`config.mk`:
```
export PLATFORM = sky130hd
export DESIGN_NAME = version_bound_satisfiability
export DESIGN_NICKNAME = d
export VERILOG_FILES = /design/src/hw/rtl/vbs_pkg.sv /design/src/hw/rtl/version_bound_satisfiability.sv /design/src/hw/rtl/vbs_fold.sv /design/src/hw/rtl/vbs_judge.sv
export SDC_FILE = /design/constraint.sdc
export NUM_CORES = 1
export LEC_CHECK = 0
export ABC_AREA = 1
export BUFFER_PORTS_ARGS = -buffer_cell sky130_fd_sc_hd__buf_4
export CAP_MARGIN = 20
export CORE_AREA = 4 4 223 225
export DETAILED_ROUTE_END_ITERATION = 10
export DIE_AREA = 0 0 227 229
export PLACE_DENSITY = 0.79
export SLEW_MARGIN = 20
export SYNTH_ARGS = -nofsm -noshare
export SYNTH_HDL_FRONTEND = slang
export SYNTH_HIERARCHICAL = 1
export SYNTH_SLANG_ARGS = --single-unit
```
`constraint.sdc`:
```
create_clock -name clk -period 30.7 [get_ports clk]
set_input_delay 1.535 -clock clk [delete_from_list [all_inputs] [get_ports clk]]
set_output_delay 1.535 -clock clk [all_outputs]
set_load 0.01 [all_outputs]
```
`src/hw/rtl/vbs_pkg.sv`:
```
// ----------------------------------------------------------------------------
// vbs_pkg
// Shared types and codes for the version bound satisfiability checker.
// ----------------------------------------------------------------------------
package vbs_pkg;

  // Comparator operator codes.
  typedef enum logic [2:0] {
    KIND_EQ = 3'd0,
    KIND_GT = 3'd1,
    KIND_GE = 3'd2,
    KIND_LT = 3'd3,
    KIND_LE = 3'd4
  } kind_t;

  // A version triple. Packed major first, so an unsigned compare of the
  // whole word gives the lexicographic order.
  typedef struct packed {
    logic [31:0] major;
    logic [31:0] minor;
    logic [31:0] patch;
  } triple_t;

  // Folded bounds of one complete set, handed from fold to judge.
  typedef struct packed {
    triple_t lower;
    triple_t upper;
    logic    lower_exclusive;
    logic    lower_seen;
    logic    upper_inclusive;
    logic    upper_seen;
    logic    exact_conflict;
  } snap_t;

endpackage

```
`src/hw/rtl/version_bound_satisfiability.sv`:
```
// ----------------------------------------------------------------------------
// version_bound_satisfiability
// Folds version comparators into lower/upper bounds and an exact-match
// record, and gives one satisfiability verdict per set on its last item.
// ----------------------------------------------------------------------------
// Throughput: one comparator per cycle, except that a last item waits while the
//   judge cannot take its snapshot; the fold of the bounds is one pass.
// Path: a last item passes the input, snapshot and output registers in turn.
// Reset: synchronous, active low; clears all valid flags and the seen flags of
//   the bound record (not its values), and no clearing pass is needed.
// ----------------------------------------------------------------------------
module version_bound_satisfiability (
  input  logic        clk,
  input  logic        rst_n,
  input  logic        in_valid,
  output logic        in_ready,
  input  logic [2:0]  in_kind,
  input  logic [31:0] in_ver_major,
  input  logic [31:0] in_ver_minor,
  input  logic [31:0] in_ver_patch,
  input  logic        in_last_item,
  output logic        out_valid,
  input  logic        out_ready,
  output logic        out_satisfiable
);

  logic             a_valid_r;
  logic [2:0]       a_kind_r;
  vbs_pkg::triple_t a_ver_r;
  logic             a_last_r;
  logic             fold_go, snap_ready;
  vbs_pkg::snap_t   snap;

  // Items that do not end a set always fold; a last item waits for the judge.
  assign fold_go  = a_valid_r && (!a_last_r || snap_ready);
  assign in_ready = !a_valid_r || fold_go;

  // Input register.
  always_ff @(posedge clk) begin
    if (!rst_n) begin
      a_valid_r <= 1'b0;
    end else if (in_valid && in_ready) begin
      a_valid_r <= 1'b1;
    end else if (fold_go) begin
      a_valid_r <= 1'b0;
    end
  end

  always_ff @(posedge clk) begin
    if (in_valid && in_ready) begin
      a_kind_r      <= in_kind;
      a_ver_r.major <= in_ver_major;
      a_ver_r.minor <= in_ver_minor;
      a_ver_r.patch <= in_ver_patch;
      a_last_r      <= in_last_item;
    end
  end

  vbs_fold u_fold (
    .clk       (clk),
    .rst_n     (rst_n),
    .item_go   (fold_go),
    .item_kind (a_kind_r),
    .item_ver  (a_ver_r),
    .item_last (a_last_r),
    .snap      (snap)
  );

  vbs_judge u_judge (
    .clk             (clk),
    .rst_n           (rst_n),
    .snap_load       (fold_go && a_last_r),
    .snap_in         (snap),
    .snap_ready      (snap_ready),
    .out_valid       (out_valid),
    .out_ready       (out_ready),
    .out_satisfiable (out_satisfiable)
  );

endmodule

```
`src/hw/rtl/vbs_fold.sv`:
```
// ----------------------------------------------------------------------------
// vbs_fold
// Holds the running bounds and the exact-match record, and folds one
// comparator into them per cycle while item_go is high. The folded result is
// offered as a snapshot; on the last comparator of a set the state is cleared.
// ----------------------------------------------------------------------------
module vbs_fold (
  input  logic             clk,
  input  logic             rst_n,
  input  logic             item_go,
  input  logic [2:0]       item_kind,
  input  vbs_pkg::triple_t item_ver,
  input  logic             item_last,
  output vbs_pkg::snap_t   snap
);

  vbs_pkg::triple_t lower_r, upper_r, exact_r;
  vbs_pkg::triple_t lower_nxt, upper_nxt, exact_nxt;
  logic lower_exclusive_r, lower_seen_r, upper_inclusive_r, upper_seen_r;
  logic exact_seen_r, exact_conflict_r;
  logic lower_exclusive_nxt, lower_seen_nxt, upper_inclusive_nxt, upper_seen_nxt;
  logic exact_seen_nxt, exact_conflict_nxt;

  logic v_gt_lo, v_eq_lo, v_lt_up, v_eq_up, v_ne_ex;
  logic take_lo, take_up, lo_strict, up_incl;
  logic fold_lo, fold_up, fold_ex;

  // Lexicographic compares against the stored triples.
  assign v_gt_lo = item_ver > lower_r;
  assign v_eq_lo = item_ver == lower_r;
  assign v_lt_up = item_ver < upper_r;
  assign v_eq_up = item_ver == upper_r;
  assign v_ne_ex = item_ver != exact_r;

  // Decode the operator into which sides it bounds and how.
  always_comb begin
    fold_lo   = 1'b0;
    fold_up   = 1'b0;
    fold_ex   = 1'b0;
    lo_strict = 1'b0;
    up_incl   = 1'b0;
    case (vbs_pkg::kind_t'(item_kind))
      vbs_pkg::KIND_EQ: begin
        fold_ex = 1'b1;
        fold_lo = 1'b1;
        fold_up = 1'b1;
        up_incl = 1'b1;
      end
      vbs_pkg::KIND_GT: begin
        fold_lo   = 1'b1;
        lo_strict = 1'b1;
      end
      vbs_pkg::KIND_GE: fold_lo = 1'b1;
      vbs_pkg::KIND_LT: fold_up = 1'b1;
      vbs_pkg::KIND_LE: begin
        fold_up = 1'b1;
        up_incl = 1'b1;
      end
      default: ;
    endcase
  end

  // A bound is replaced when it is tighter, or equal and strict beats inclusive.
  assign take_lo = fold_lo &&
                   (!lower_seen_r || v_gt_lo || (v_eq_lo && lo_strict && !lower_exclusive_r));
  assign take_up = fold_up &&
                   (!upper_seen_r || v_lt_up || (v_eq_up && !up_incl && upper_inclusive_r));

  // Folded values for this item.
  always_comb begin
    lower_nxt           = lower_r;
    lower_exclusive_nxt = lower_exclusive_r;
    lower_seen_nxt      = lower_seen_r;
    upper_nxt           = upper_r;
    upper_inclusive_nxt = upper_inclusive_r;
    upper_seen_nxt      = upper_seen_r;
    exact_nxt           = exact_r;
    exact_seen_nxt      = exact_seen_r;
    exact_conflict_nxt  = exact_conflict_r;
    if (take_lo) begin
      lower_nxt           = item_ver;
      lower_exclusive_nxt = lo_strict;
      lower_seen_nxt      = 1'b1;
    end
    if (take_up) begin
      upper_nxt           = item_ver;
      upper_inclusive_nxt = up_incl;
      upper_seen_nxt      = 1'b1;
    end
    if (fold_ex) begin
      if (exact_seen_r) begin
        exact_conflict_nxt = exact_conflict_r || v_ne_ex;
      end else begin
        exact_nxt      = item_ver;
        exact_seen_nxt = 1'b1;
      end
    end
  end

  // Snapshot of the set including the current item.
  assign snap.lower           = lower_nxt;
  assign snap.upper           = upper_nxt;
  assign snap.lower_exclusive = lower_exclusive_nxt;
  assign snap.lower_seen      = lower_seen_nxt;
  assign snap.upper_inclusive = upper_inclusive_nxt;
  assign snap.upper_seen      = upper_seen_nxt;
  assign snap.exact_conflict  = exact_conflict_nxt;

  // Flags; a last item clears them so the next set starts afresh.
  always_ff @(posedge clk) begin
    if (!rst_n) begin
      lower_seen_r     <= 1'b0;
      upper_seen_r     <= 1'b0;
      exact_seen_r     <= 1'b0;
      exact_conflict_r <= 1'b0;
    end else if (item_go) begin
      lower_seen_r     <= lower_seen_nxt && !item_last;
      upper_seen_r     <= upper_seen_nxt && !item_last;
      exact_seen_r     <= exact_seen_nxt && !item_last;
      exact_conflict_r <= exact_conflict_nxt && !item_last;
    end
  end

  // Bound values are only read while their seen flag is set.
  always_ff @(posedge clk) begin
    if (item_go) begin
      lower_r           <= lower_nxt;
      lower_exclusive_r <= lower_exclusive_nxt;
      upper_r           <= upper_nxt;
      upper_inclusive_r <= upper_inclusive_nxt;
      exact_r           <= exact_nxt;
    end
  end

  // The record is empty after the last item of a set.
  a_clear_after_last: assert property (@(posedge clk) disable iff (!rst_n)
    item_go && item_last |=> !lower_seen_r && !upper_seen_r && !exact_seen_r
                             && !exact_conflict_r)
    else $error("fold state not cleared after last item");

  // A conflict can only exist once an exact triple was recorded.
  a_conflict_needs_exact: assert property (@(posedge clk) disable iff (!rst_n)
    exact_conflict_r |-> exact_seen_r)
    else $error("exact conflict without an exact triple");

  // An exact match always leaves both bounds in place.
  a_exact_sets_bounds: assert property (@(posedge clk) disable iff (!rst_n)
    item_go && !item_last && fold_ex |=> lower_seen_r && upper_seen_r)
    else $error("exact match did not set both bounds");

endmodule

```
`src/hw/rtl/vbs_judge.sv`:
```
// ----------------------------------------------------------------------------
// vbs_judge
// Registers the snapshot of a finished set, compares its bounds and holds
// the verdict in the output register until it is transferred.
// ----------------------------------------------------------------------------
module vbs_judge (
  input  logic           clk,
  input  logic           rst_n,
  input  logic           snap_load,
  input  vbs_pkg::snap_t snap_in,
  output logic           snap_ready,
  output logic           out_valid,
  input  logic           out_ready,
  output logic           out_satisfiable
);

  vbs_pkg::snap_t snap_r;
  logic j_valid_r, out_valid_r, out_sat_r;
  logic j_take, verdict, lo_gt_up, lo_eq_up;

  assign j_take     = j_valid_r && (!out_valid_r || out_ready);
  assign snap_ready = !j_valid_r || j_take;

  // Verdict of the registered set.
  assign lo_gt_up = snap_r.lower > snap_r.upper;
  assign lo_eq_up = snap_r.lower == snap_r.upper;
  always_comb begin
    if (snap_r.exact_conflict) begin
      verdict = 1'b0;
    end else if (!snap_r.lower_seen || !snap_r.upper_seen) begin
      verdict = 1'b1;
    end else if (lo_gt_up) begin
      verdict = 1'b0;
    end else if (lo_eq_up) begin
      verdict = !snap_r.lower_exclusive && snap_r.upper_inclusive;
    end else begin
      verdict = 1'b1;
    end
  end

  // Stage and output valid flags.
  always_ff @(posedge clk) begin
    if (!rst_n) begin
      j_valid_r   <= 1'b0;
      out_valid_r <= 1'b0;
    end else begin
      if (snap_load) begin
        j_valid_r <= 1'b1;
      end else if (j_take) begin
        j_valid_r <= 1'b0;
      end
      if (j_take) begin
        out_valid_r <= 1'b1;
      end else if (out_ready) begin
        out_valid_r <= 1'b0;
      end
    end
  end

  // Payload registers.
  always_ff @(posedge clk) begin
    if (snap_load) begin
      snap_r <= snap_in;
    end
    if (j_take) begin
      out_sat_r <= verdict;
    end
  end

  assign out_valid       = out_valid_r;
  assign out_satisfiable = out_sat_r;

  // A snapshot is never overwritten before it is judged.
  a_no_overwrite: assert property (@(posedge clk) disable iff (!rst_n)
    snap_load |-> snap_ready)
    else $error("snapshot overwritten");

  // A waiting snapshot moves to an empty output register at once.
  a_judge_moves: assert property (@(posedge clk) disable iff (!rst_n)
    j_valid_r && !out_valid_r |=> out_valid_r)
    else $error("verdict not produced");

  // The output empties after a transfer when nothing is queued behind it.
  a_out_drains: assert property (@(posedge clk) disable iff (!rst_n)
    out_valid_r && out_ready && !j_valid_r |=> !out_valid_r)
    else $error("verdict repeated");

endmodule

```
======== Word-level counts from Yosys, hierarchy flattened ========
Cells that the tools add are included.
word-level totals
  register bits ........................... 595
  bits of input ports ..................... 104
  output and inout port bits .............. 3
  word-level logic and storage cells ...... 114
operators by class
  magnitude comparators ................... 3
  equal/unequal tests ..................... 8
  mux-type cells .......................... 23
  bitwise operators ....................... 1
  reduce and logical (&&, ||, !) cells .... 44
operator list
  kind                                           number
  == test 96 bit                                 3
  greater-than comparator 96 bit                 2
  two-way mux 96 bit                             2
  less-than comparator 96 bit                    1
  inequality test 96 bit                         1
  two-way mux 1 bit                              21
  logical AND 1 bit                              15
  logical NOT 1 bit                              11
  logical OR 1 bit                               10
  == test 3 x 2 -> 1 bit, second input constant  2
  nonzero test 2 bit                             3
  OR reduction 3 bit                             2
  == test 3 x 1 -> 1 bit, second input constant  1
  == test 3 bit, second input constant           1
  logical NOT 3 bit                              1
  AND reduction 3 bit                            1
  OR reduction 2 bit                             1
  NOT 1 bit                                      1

======== Longest topological paths before layout ========
Gate-level depths: netlist of run 1.
  depth in word-level cells ............... 10
  depth in mapped cells ................... 21
  gate-level depth less buffers ........... 19

======== Cells and area by module ========
The synthesis of run 1 kept the hierarchy.
by module, submodules not included
  module                        times used  cells each  area each (um2)  sequential area each (um2)
  vbs_fold                      1           2005        18063.6          8788.4
  vbs_judge                     1           655         8717.1           5985.7
  version_bound_satisfiability  1           111         3076.7           3022.9

======== Worst setup path after synthesis of run 1 ========
Ideal clock, no wire load.
  path type ............................... input to register
  start ................................... in out_ready
  end ..................................... reg u_fold/exact_r[0] (netlist name), enable pin
  library setup time ...................... 0.551 ns
  arrival time ............................ 21.205 ns
  required time ........................... 30.149 ns
  slack ................................... 8.944 ns
  stages .................................. 6
  buffers on the path ..................... 0
  path through ............................ inv_1 -> nand3_1 -> inv_1 -> a21boi_0 -> nand2_1 -> nor2_1
between the ends
  cells in the longest elaborated chain, start to end .. 6
RTL lines
  item                                  line                                source
  start: declaration                    version_bound_satisfiability.sv:23  input logic out_ready,
  logical OR 1 bit                      vbs_judge.sv:21                     assign j_take = j_valid_r && (!out_valid_r || out_ready);
  logical AND 1 bit                     vbs_judge.sv:21
  logical OR 1 bit                      vbs_judge.sv:22                     assign snap_ready = !j_valid_r || j_take;
  named net snap_ready                  version_bound_satisfiability.sv:31  logic fold_go, snap_ready;
  logical OR 1 bit                      version_bound_satisfiability.sv:35  assign fold_go = a_valid_r && (!a_last_r || snap_ready);
  logical AND 1 bit                     version_bound_satisfiability.sv:35
  named net fold_go                     version_bound_satisfiability.sv:31
  AND reduction 3 bit (no source line)  n/a
  end signal: assignment                vbs_fold.sv:131                     exact_r <= exact_nxt;
  end: declaration                      vbs_fold.sv:17                      vbs_pkg::triple_t lower_r, upper_r, exact_r;
The timed path passes the listed nets, and every way through them passes these cells.
A chain may end at the register's enable or synchronous reset.

==> qor.txt, run 1 <==
outcome - completed
Leakage - 14.8 nW
total detailed-routing wirelength - 65100 um
DR iter-0 viols - 1683
number of synthesized flops with an enable pin - 588
Setup Viol. Count Final - 0
Placed Area - 31200 um2
post-synth top area cell - edfxtp_1
Pwr Density - 58.2 nW/um2
die area - 52000 um2
num rows - 80
maxcap violations - 0
Comb power frac - 0.113
first-pass GRT wire length - 104000 um
placer congestion estimate - 0.869
register area - 17800 um2
Die Ht - 229 um
cts repair resizes - 0
Hold/Removal Path Class - flip-flop to flip-flop
share of total power in the clock network - 0.372
number of buffers created by CTS - 59
Post-synth ARST share - 0
final antenna-violating net count - 0
CTS tree - yes
PortBufs - 106
Required @ worst endpoint - 31.16 ns
Sum Neg Setup Slack - 0 ns
Crit Path Max Fanout - 70
Post-CTS Setup Bufs - 0
Syn Std Cell Area - 29900 um2
H-tree Lvls - 2
chip width - 227 um
CP Buf/Inv Count - 1
register bit total from synthesis - 595
Core Area - 47500 um2
multi-input logic area - 10300 um2
worst clock skew - 0.0188 ns
CP Launch Type - flip-flop
clk root buf - clkbuf_16
Starting Density - 0.628
area fraction of the dominant cell type after synthesis - 0.591
clock-pin slew on the worst setup and hold paths - 0.06 ns
Synth Flop Type - edfxtp_1
Mean Syn Cell Area - 10.8 um2
Slew Limit Fails - 0
delay of the slowest cell on the worst path - 0.81 ns
layout cells sized above 1 - 0.0815
largest cells by area after synthesis - edfxtp_1 (59%), ha_1 (12%), nand2_1 (9.4%)
drt wl/cell - 18.3 um
area delta synth->final - 11.0%
routed vias - 20100
Max rail drop VDD - 0.0000470 V
vias in the first global route - 20400
dpl cells - 3442
Synth cell types - 40
FILL cells - 3274
Nets - 3280
Slew HR - 0.266
GRT Overall Usage - 0.251
Switching Share - 0.246
critical path class - flip-flop to flip-flop
crit share post-route - 0.143
post-layout util - 0.697
most frequent cell after synthesis - nand2_1
synth cell count leaders - nand2_1 (746), edfxtp_1 (588), inv_1 (394)
worst skew pair latency - 0.62 ns
synth warn - 6
sw power - 476 uW
Tmin final - 4.40 ns
Worst EP arrival - 4.87 ns
Crit path max-delay family - simple AND/OR/NAND/NOR gates
HPWL Detailed - 42000 um
initial antenna violation count - 0
internal power - 1.46 mW
register area share after synthesis - 0.596
n_diodes - 0
clk sinks - 595
fmax - 227 MHz
Cell Count, Final, Fillers Out - 3547
post-route cell area - 33100 um2
Worst path most repeated cell - nand2_1
Post-Synthesis Cells - 2771
Slew @ Worst Pin - 1.10 ns
sequential share of power - 0.515
I/O Pins - 107
Clock Path Buffers - 3
drt pass-1 iters - 6
largest net degree at the start of global routing - 133
DR DRC count - 0
CP max stage cell - buf_4
syn_nets - 3163
total gr overflow - 0
final hold violations - 0
CP endpoint kind - flip-flop
via/cell ratio - 5.66
unrepaired setup endpoints after global routing - no
hold buffers post-CTS - 0
critical path cell sequence - ha_1 -> nand2_1 -> nor2_1 -> nand4_1 -> nor3_2 -> nand2_1 -> nor2_1 -> nand2_1 -> nand3_1 -> nand3_4 -> nand2_4 -> buf_4 -> nand2_1 -> nand2_1
per-layer routing:
| layer | wire length [um] | share of wire | vias up | GRT usage |
|---|---|---|---|---|
| met3 | 4450 | 0.068 | 162 | 0.0365 |
| met4 | 2310 | 0.035 | 0 | 0.0885 |
| li1 | - | - | 9584 | - |
| met5 | 0 | 0 | - | 0 |
| met2 | 32000 | 0.49 | 807 | 0.423 |
| met1 | 26300 | 0.40 | 9508 | 0.336 |
final timing paths:
check,from,to,slack [ns],cells after the start
min reg2reg,u_fold/exact_conflict_r$_SDFFE_PN0P_,u_fold/exact_conflict_r$_SDFFE_PN0P_,0.50,2
max reg2reg,a_ver_r[87]$_DFFE_PP_,u_fold/upper_r[7]$_DFFE_PP_,26.30,14
min,u_fold/exact_conflict_r$_SDFFE_PN0P_,u_fold/exact_conflict_r$_SDFFE_PN0P_,0.50,2
max,a_ver_r[87]$_DFFE_PP_,u_fold/upper_r[7]$_DFFE_PP_,26.30,14
tightest hold or removal path, delay by kind of cell, from the launching register on:
kind                   cells  cell delay, ns
flip-flops                 1            0.32
buffers and inverters      1            0.07
AO/OA/AOI/OAI              1            0.07
state kept, by name, summed over array words and instances (netlist names), 3 cells and up:
signal	cells
a_ver_r	96
u_fold/exact_r	96
u_judge/snap_r	197
u_fold/upper_r	96
u_fold/lower_r	96
a_kind_r	3
layout make-up:
class                           instances  area share
Sequential cell                       595       0.537
Tap cell                              615      0.0232
Clock inverter                         36      0.0114
Multi-Input combinational cell       1710       0.309
Timing Repair Buffer                  121      0.0274
Inverter                              401      0.0457
Clock buffer                           69      0.0460
power by group through the flow:
stage	Combinational (mW)	Clock, mW	Sequential [mW]
3_5_place_dp	0.215	0	1.01
4_1_cts	0.218	0.731	0.994
5_1_grt	0.248	0.767	0.999
3_3_place_gp	0.202	0	1.01
2_1_floorplan	0.153	0	1.00
6_report	0.219	0.719	0.994
cell families (layout without fill, tap and decap cells):
family / after synthesis / count (layout) / share of synthesized area
AOI/OAI and AO/OA: 198 / 198 / 0.0371
xor gates and xnor gates: 83 / 83 / 0.0243
adders and majority gates: 288 / 288 / 0.121
buffers and inverters: 466 / 627 / 0.0624
DFF: 595 / 595 / 0.596
and+or+nand+nor: 1141 / 1141 / 0.159
layout by cell type (no fill, tap or decap), types with 3 or more instances in the layout:
cell | netlist | final
nand2_1 | 746 | 746
edfxtp_1 | 588 | 588
inv_1 | 394 | 392
ha_1 | 288 | 288
nand3_1 | 217 | 217
a21oi_1 | 128 | 127
buf_4 | 10 | 121
nor2_1 | 112 | 111
xnor2_1 | 83 | 83
clkbuf_16 | 0 | 59
nand4_1 | 33 | 33
o21ai_0 | 26 | 26
clkinv_1 | 0 | 14
o21a_1 | 13 | 13
a21o_1 | 12 | 12
clkbuf_1 | 30 | 9
clkinv_2 | 0 | 9
bufinv_16 | 0 | 8
dfxtp_1 | 7 | 7
inv_2 | 7 | 7
nor3_1 | 7 | 7
o2111ai_1 | 6 | 6
nor2_4 | 3 | 4
clkinvlp_4 | 0 | 3
nand2_4 | 1 | 3
or2_2 | 3 | 3
nand2_2 | 5 | 3
metrics by stage:
| step | setup slack [ns] | power (mW) | hold slack, ns |
|---|---|---|---|
| 2_1_floorplan | 8.94 | 1.16 | 0.445 |
| 3_3_place_gp | 26.44 | 1.21 | 0.454 |
| 3_5_place_dp | 26.36 | 1.22 | 0.481 |
| 4_1_cts | 26.29 | 1.94 | 0.491 |
| 5_1_grt | 26.06 | 2.01 | 0.510 |
| 6_report | 26.30 | 1.93 | 0.502 |
Power figures use the tool's default switching activity.
==> run 2, diff against run 1 <==
- CORE_AREA: 4 4 223 225 -> 4 4 234 236
- DIE_AREA: 0 0 227 229 -> 0 0 238 240
- PLACE_DENSITY: 0.79 -> 0.76
- clock period: 30.7 -> 4.03 ns (I/O delays scaled with it)
==> qor.txt, run 2 (synthesized netlist as in run 1, its figures left out) <==
vias in the first global route - 21200
first-pass GRT wire length - 109000 um
num rows - 84
worst skew pair latency - 0.63 ns
area delta synth->final - 15.7%
critical path class - flip-flop to flip-flop
drt pass-1 iters - 6
dpl cells - 3527
Nets - 3397
DR DRC count - 0
H-tree Lvls - 2
Tmin final - 3.51 ns
HPWL Detailed - 43900 um
Worst EP arrival - 3.99 ns
post-layout util - 0.658
n_diodes - 0
delay of the slowest cell on the worst path - 0.51 ns
maxcap violations - 0
most frequent cells in the layout - nand2_1 (746), edfxtp_1 (588), inv_1 (392)
via/cell ratio - 5.48
Place WS - 0.613 ns
Setup Viol. Count Final - 0
Worst path most repeated cell - nand2_1
final antenna-violating net count - 0
Leakage - 15.3 nW
Cell Count, Final, Fillers Out - 3743
critical path cell sequence - ha_1 -> nand2_1 -> nor2_1 -> nand4_1 -> nor3_2 -> nand2_1 -> nor2_1 -> nand2_1 -> nand3_1 -> nand3_4 -> nand2_4 -> buf_4 -> nand2_1 -> nand2_1
I/O Pins - 107
placer congestion estimate - 0.859
Required @ worst endpoint - 4.51 ns
Sum Neg Setup Slack - 0 ns
CP Launch Type - flip-flop
CP Buf/Inv Count - 1
unrepaired setup endpoints after global routing - no
initial antenna violation count - 1
DR iter-0 viols - 1886
Slew @ Worst Pin - 1.05 ns
Pwr Density - 433 nW/um2
GRT Overall Usage - 0.238
Hold/Removal Path Class - primary input to flip-flop
clock-pin slew on the worst setup and hold paths - 0.06 ns
total gr overflow - 0
post-route cell area - 34500 um2
Top reg by flops - u_judge/snap_r
Clock Path Buffers - 3
FILL cells - 3769
Crit path max-delay family - simple AND/OR/NAND/NOR gates
Core Area - 52400 um2
die area - 57100 um2
worst setup margin - 0.523 ns
Placed Area - 31500 um2
clk root buf - clkbuf_16
final hold violations - 0
commonest non-fill, non-tap cell in the layout - nand2_1
clk sinks - 595
crit share post-route - 0.870
CTS tree - yes
Slew HR - 0.296
drt wl/cell - 18.3 um
routed vias - 20500
Die Ht - 240 um
CP max stage cell - edfxtp_1
Slew Limit Fails - 0
worst clock skew - 0.0185 ns
fmax - 285 MHz
flip-flop count of the largest register after layout - 197
total detailed-routing wirelength - 68400 um
CP endpoint kind - flip-flop
Max rail drop VDD - 0.000310 V
cts repair resizes - 0
Crit Path Max Fanout - 34
Starting Density - 0.569
layout cells sized above 1 - 0.0858
chip width - 238 um
outcome - completed
number of buffers created by CTS - 61
PortBufs - 106
largest net degree at the start of global routing - 126
==> run 2: cell types whose count changed in the layout (fill, tap and decap cells not counted), sizes merged <==
cell         change
clkinv           +5
buf             +12
clkbuf           +5
dlygate4sd3    +103
inv              -1
clkinvlp         +1
bufinv           -2
==> run 2: area by class of cell <==
| cell class | count | area, um2 | share of cell area |
|---|---|---|---|
| inverter | 401 | 1510 | 0.0438 |
| clock inverter | 39 | 349 | 0.0101 |
| timing repair buffer | 236 | 2140 | 0.0620 |
| tap | 688 | 861 | 0.0249 |
| multi-input combinational | 1710 | 10300 | 0.297 |
| sequential | 595 | 17800 | 0.515 |
| clock buffer | 74 | 1620 | 0.0468 |
==> run 2: path summary, 6_finish.rpt <==
| kind | end | slack [ns] | from | cells after the start |
|---|---|---|---|---|
| max reg2reg | u_judge/snap_r[30]$_DFFE_PP_ | 0.52 | a_ver_r[87]$_DFFE_PP_ | 14 |
| min | a_ver_r[13]$_DFFE_PP_ | 0.29 | in_valid | 3 |
| min reg2reg | u_fold/exact_conflict_r$_SDFFE_PN0P_ | 0.49 | u_fold/exact_conflict_r$_SDFFE_PN0P_ | 2 |
| max | u_judge/snap_r[30]$_DFFE_PP_ | 0.52 | a_ver_r[87]$_DFFE_PP_ | 14 |
==> run 2: timing repair <==
item | CTS | global route
hold buffers | 103 | 0
setup buffers | 0 | 0
hold endpoints to repair | 105 | 0
endpoints found under the setup margin | 0 | 0
==> run 2: power by group <==
group | switching, mW | internal (mW) | leakage, nW | total [mW]
logic | 1.10 | 0.693 | 8.78 | 1.79
clock network | 2.38 | 3.23 | 0.972 | 5.60
registers | 0.277 | 7.28 | 5.57 | 7.56
total | 3.75 | 11.2 | 15.3 | 15.0
==> run 2: layer usage <==
metal | track usage | up-vias | part of all wire
met5 | 0 | - | 0
met4 | 0.0943 | 0 | 0.037
met3 | 0.0289 | 151 | 0.066
met2 | 0.407 | 776 | 0.48
met1 | 0.314 | 9757 | 0.41
li1 | - | 9824 | -
==> run 2: worst register-to-register path, cell delays in order (launching register included) <==
cell	delay, ns
edfxtp_1	0.51
ha_1	0.36
nand2_1	0.07
nor2_1	0.16
nand4_1	0.20
nor3_2	0.26
nand2_1	0.15
nor2_1	0.25
nand2_1	0.09
nand3_1	0.12
nand3_4	0.11
nand2_4	0.32
buf_4	0.49
nand2_1	0.16
nand2_1	0.11
==> run 2: per-stage QoR <==
step | hold WS (ns) | total power, mW
final | 0.285 | 15.0
after global routing | 0.278 | 15.6
after global placement | 0.380 | 9.26
after detailed placement | 0.381 | 9.36
after floorplan | 0.300 | 8.77
after CTS | 0.258 | 15.0
